## src/rtl/sti_pkg.sv

```systemverilog
// Package for the sorted table block: codes, field widths and the cell control word.
// Used by sti_cell, the top level and the testbench files; depends on nothing else.
package sti_pkg;

    // Default number of table slots.
    localparam int DEFAULT_DEPTH = 128;

    // Field widths at the ports.
    localparam int VALUE_W  = 32;
    localparam int STATUS_W = 2;
    localparam int POS_W    = 7;
    localparam int COUNT_W  = 8;
    localparam int ODATA_W  = 16;

    // Operation kinds.
    localparam logic KIND_INSERT = 1'b0;
    localparam logic KIND_DELETE = 1'b1;

    // Result status codes.
    localparam logic [STATUS_W-1:0] ST_DONE    = 2'd0;
    localparam logic [STATUS_W-1:0] ST_FULL    = 2'd1;
    localparam logic [STATUS_W-1:0] ST_MISSING = 2'd2;

    // Control word broadcast from the sequencer to every cell.
    typedef struct packed {
        logic                       compare;
        logic                       scan;
        logic                       apply;
        logic                       kind;
        logic signed [VALUE_W-1:0]  value;
    } cell_ctrl_t;

endpackage

```

## src/rtl/sti_cell.sv

```systemverilog
// One slot of the sorted table: holds an entry, compares it with the item value,
// and trades entries and marks with its two neighbors. Depends on sti_pkg.
module sti_cell #(
    parameter int CW  = 8,
    parameter int IDX = 0
) (
    input  logic                              clk,
    input  logic                              rst_n,
    input  sti_pkg::cell_ctrl_t               ctrl,
    input  logic [CW-1:0]                     count,
    input  logic signed [sti_pkg::VALUE_W-1:0] prev_entry,
    input  logic                              prev_flag,
    input  logic                              prev_shift,
    input  logic signed [sti_pkg::VALUE_W-1:0] next_entry,
    input  logic                              next_mark,
    output logic signed [sti_pkg::VALUE_W-1:0] entry,
    output logic                              flag,
    output logic                              shift,
    output logic                              mark
);
    import sti_pkg::*;

    logic signed [VALUE_W-1:0] entry_reg;
    logic                      mark_reg;
    logic                      shift_reg;
    logic                      valid;
    logic                      eq;
    logic                      gt;
    logic                      lt;

    // A slot holds a live entry when it lies below the count.
    assign valid = count > CW'(IDX);
    assign eq    = valid && (entry_reg == ctrl.value);
    assign gt    = !valid || (entry_reg > ctrl.value);
    assign lt    = valid && (entry_reg < ctrl.value);

    // Insert looks for the first slot above the value, delete for the first equal slot.
    assign flag = (ctrl.kind == KIND_DELETE) ? eq : gt;

    // Marks are captured at compare time and then walk down toward slot zero.
    always_ff @(posedge clk or negedge rst_n)
    begin
        if (!rst_n)
        begin
            mark_reg  <= 1'b0;
            shift_reg <= 1'b0;
        end
        else if (ctrl.compare)
        begin
            mark_reg  <= flag && !prev_flag;
            shift_reg <= (ctrl.kind == KIND_DELETE) ? (valid && !lt) : gt;
        end
        else if (ctrl.scan)
        begin
            mark_reg <= next_mark;
        end
    end

    // Insert opens a gap by moving entries up; delete closes one by moving them down.
    always_ff @(posedge clk)
    begin
        if (ctrl.apply && shift_reg)
        begin
            if (ctrl.kind == KIND_INSERT)
            begin
                entry_reg <= prev_shift ? prev_entry : ctrl.value;
            end
            else
            begin
                entry_reg <= next_entry;
            end
        end
    end

    assign entry = entry_reg;
    assign shift = shift_reg;
    assign mark  = mark_reg;

endmodule

```

## config.mk

```make
export PLATFORM = sky130hd
export DESIGN_NAME = sti_cell
export DESIGN_NICKNAME = d
export VERILOG_FILES = /design/src/rtl/sti_pkg.sv /design/src/rtl/sti_cell.sv
export SDC_FILE = /design/constraint.sdc
export NUM_CORES = 1
export LEC_CHECK = 0
export ABC_AREA = 1
export BUFFER_PORTS_ARGS = -buffer_cell sky130_fd_sc_hd__buf_4
export CAP_MARGIN = 20
export CORE_UTILIZATION = 49
export CTS_BUF_LIST = sky130_fd_sc_hd__clkbuf_2 sky130_fd_sc_hd__clkbuf_4 sky130_fd_sc_hd__clkbuf_8
export DETAILED_ROUTE_END_ITERATION = 16
export PLACE_DENSITY = 0.87
export SLEW_MARGIN = 10
export SYNTH_ARGS = -nofsm -noshare
export SYNTH_HDL_FRONTEND = slang
export SYNTH_SLANG_ARGS = --single-unit
```

## constraint.sdc

```tcl
create_clock -name clk -period 2.75 [get_ports clk]
set_input_delay 0.4125 -clock clk [delete_from_list [all_inputs] [get_ports clk]]
set_output_delay 0.4125 -clock clk [all_outputs]
set_load 0.005 [all_outputs]
```

==> qor.yml <==
synth_seq_cells: 34
start_util_pct: 51.7
cts-htree-levels: 2
coreArea_mm2: 0.00517
syn-num-nets: 456
antenna_found_initial: 0
io_buffer_count: 147
clkSinkCount: 34
hold_path_class: "in2reg"
first_iter_violations: 137
multi_input_area_mm2: 0.00144
cp.required_ns: 2.34
grt_pass1_vias: 2480
ir_worst_vdd_v: 0.000258
yosysWarnings: 0
maxSlewViolCount: 0
hold_ws_ns: 0.346
synthSimpleGateAreaFrac_pct: 15.4
dr.pass1.iters: 4
fmaxAchievable_mhz: 393
stdcell_area_mm2: 0.00394
synth-compound-area-share_pct: 23.0
grt_overflow: 0
cts_setup_buffers: 0
dpl.hpwl_um: 5570
wl_per_cell_um: 13.5
max_cap_viol_count: 0
synth_top_family_by_area: "compound AO/OA/AOI/OAI gates"
seq_area_frac_synth_pct: 37.8
clk_path_buf_depth: 2
ys_types: 30
totalPowerFinal_mw: 1.57
placed_cells: 516
n_antenna_cell: 0
routed_wl_um: 7070
final.setup.tns_ns: 0
end_kind: "output pin"
grt_use_total_pct: 25.0
drive_gt1_share_pct: 37.6
root_buffer: "clkbuf_8"
cts_buffers: 5
tightest_slew_ns: 0.589
vias_per_cell: 5.11
yosys.area_share.adder_pct: 15.0
worstSetupPathType: "reg2out"
grt_max_degree: 65
crit_arrival_ns: 2.13
cts.clk_slew.worst_paths_ns: 0.08
largest_register_ffs: 32
final_cells: 525
cp-start-kind: "flip-flop"
vias: 2683
die_h_um: 75.9
worstSetupStartpoint: "entry[31]"
period_minus_slack_ns: 2.54
r2r_cells: 13
placed_cell_area_mm2: 0.00382
postLayoutCoreUtil_pct: 76.2
syn_area_mm2: 0.00268
syn_avg_cell_area_um2: 8.60
final_nets: 599
fin_crit_sh_pct: 92.5
dieArea_mm2: 0.00576
placementRows: 26
clock_latency_ns: 0.29
pre_cts_slack_ns: 0.338
grt_first_pass_wirelength_um: 10700
hold_violations: 0
die_x_um: 75.9
reg2reg_slack_ns: 0.82
drc_errors: 0
crit_fanout: 4
synth_xor_area_share_pct: 0
crit-reg2reg-launch: "entry[31]"
fill_cells: 396
regArea_mm2: 0.00101
setup_ws_ns: 0.206
leakagePower_nw: 1.94
whs_endpoint: "shift"
area_growth_syn_to_layout_pct: 47.4
holdPathStages: 2
finalSetupViolCount: 0
gp_congestion: 0.835
clock_skew_ns: 0.0105
hold_path.startpoint: "ctrl[35]"
syn_inst: 311
status: "complete, no violations"
ioPinCount: 148
cts_tree: "done"
r2r-end: "mark"
cellPowerDensity_mw_per_mm2: 399
synth_mux_area_share_pct: 0
rsz0062_at_grt: "false"
ant_nets: 0
relSlewSlack_pct: 60.7
## routing by layer
layer,wire length (µm),vias to the layer above,share of wire [%],GRT usage (%)
met5,0,-,0,0
met4,146,0,2.1,8.02
met3,425,12,6.0,5.56
met2,3550,91,50,44.1
met1,2940,1219,42,30.2
li1,-,1361,-,-
## how the worst max path moves through the flow
stage | endpoint | slack, ns | depth (start not counted)
CTS | flag | 0.12 | 12
floorplan | flag | 0.76 | 12
global placement | flag | 0.35 | 14
finish | flag | 0.21 | 12
detailed placement | flag | 0.34 | 14
global route | flag | 0.003 | 15
## power breakdown
| group | switching (mW) | internal, mW | total [mW] | leakage [nW] |
|---|---|---|---|---|
| clock | 0.188 | 0.212 | 0.400 | 0.0517 |
| sequential | 0.0269 | 0.634 | 0.661 | 0.324 |
| combinational | 0.234 | 0.276 | 0.510 | 1.57 |
| total | 0.450 | 1.12 | 1.57 | 1.94 |
## cells in the mapped netlist, drive strengths merged
master | n | area (µm²)
a21o | 2 | 15.0
a21oi | 20 | 108
a31oi | 1 | 6.26
and3 | 1 | 6.26
buf | 1 | 3.75
clkbuf | 12 | 45.0
clkinv | 1 | 3.75
dfrtp | 2 | 50.1
edfxtp | 32 | 961
ha | 32 | 400
inv | 47 | 184
nand2 | 71 | 282
nand3 | 5 | 25.0
nand4 | 2 | 12.5
nor2 | 12 | 57.6
nor3 | 2 | 10.0
nor4 | 2 | 18.8
o211ai | 30 | 225
o21a | 32 | 241
o21ai | 4 | 20.0
## layout by cell type, fill, tap and decap left out
cell	n
a21o_1	2
a21oi_1	18
a21oi_2	2
a31oi_1	1
and3_1	1
buf_4	148
clkbuf_4	1
clkbuf_8	6
clkinv_1	1
clkinv_2	1
dfrtp_1	2
dlygate4sd3_1	1
edfxtp_1	32
ha_1	31
ha_4	1
inv_1	44
inv_2	2
inv_8	1
nand2_1	67
nand2_2	3
nand2_4	1
nand3_1	5
nand4_1	2
nor2_1	9
nor2_2	2
nor2_4	1
nor3_1	2
nor4_1	1
nor4_2	1
o211ai_1	30
o21a_1	31
o21a_2	1
o21ai_0	3
o21ai_1	1
## what timing repair did
action                     CTS  global route
setup endpoints to repair    0             1
hold endpoints to repair     2             0
gates resized for setup      0             1
hold buffers                 1             0
## logic make-up after synthesis
| logic type | after synthesis |
|---|---|
| simple gates | 95 |
| flops | 34 |
| fa+ha+maj | 32 |
| buf+inv | 61 |
| compound gates | 89 |
## worst max-delay path: stages, from the launching register on
cell and delay (ns):
edfxtp_1 0.44, ha_4 0.32, nand2_1 0.08, nor2_2 0.16, nand2_2 0.08, nor2_2 0.12, and3_1 0.18, inv_1 0.04
nand3_1 0.08, nand2_1 0.06, nand2_2 0.08, nand2_4 0.06, buf_4 0.13
## layout make-up
type	instances	area share, %
multi-input combinational	216	36.5
timing repair buffer	149	28.4
clock buffer	7	2.28
sequential	34	25.6
clock inverter	1	0.127
inverter	48	4.76
tap	70	2.22
Power figures use the tool's default switching activity.
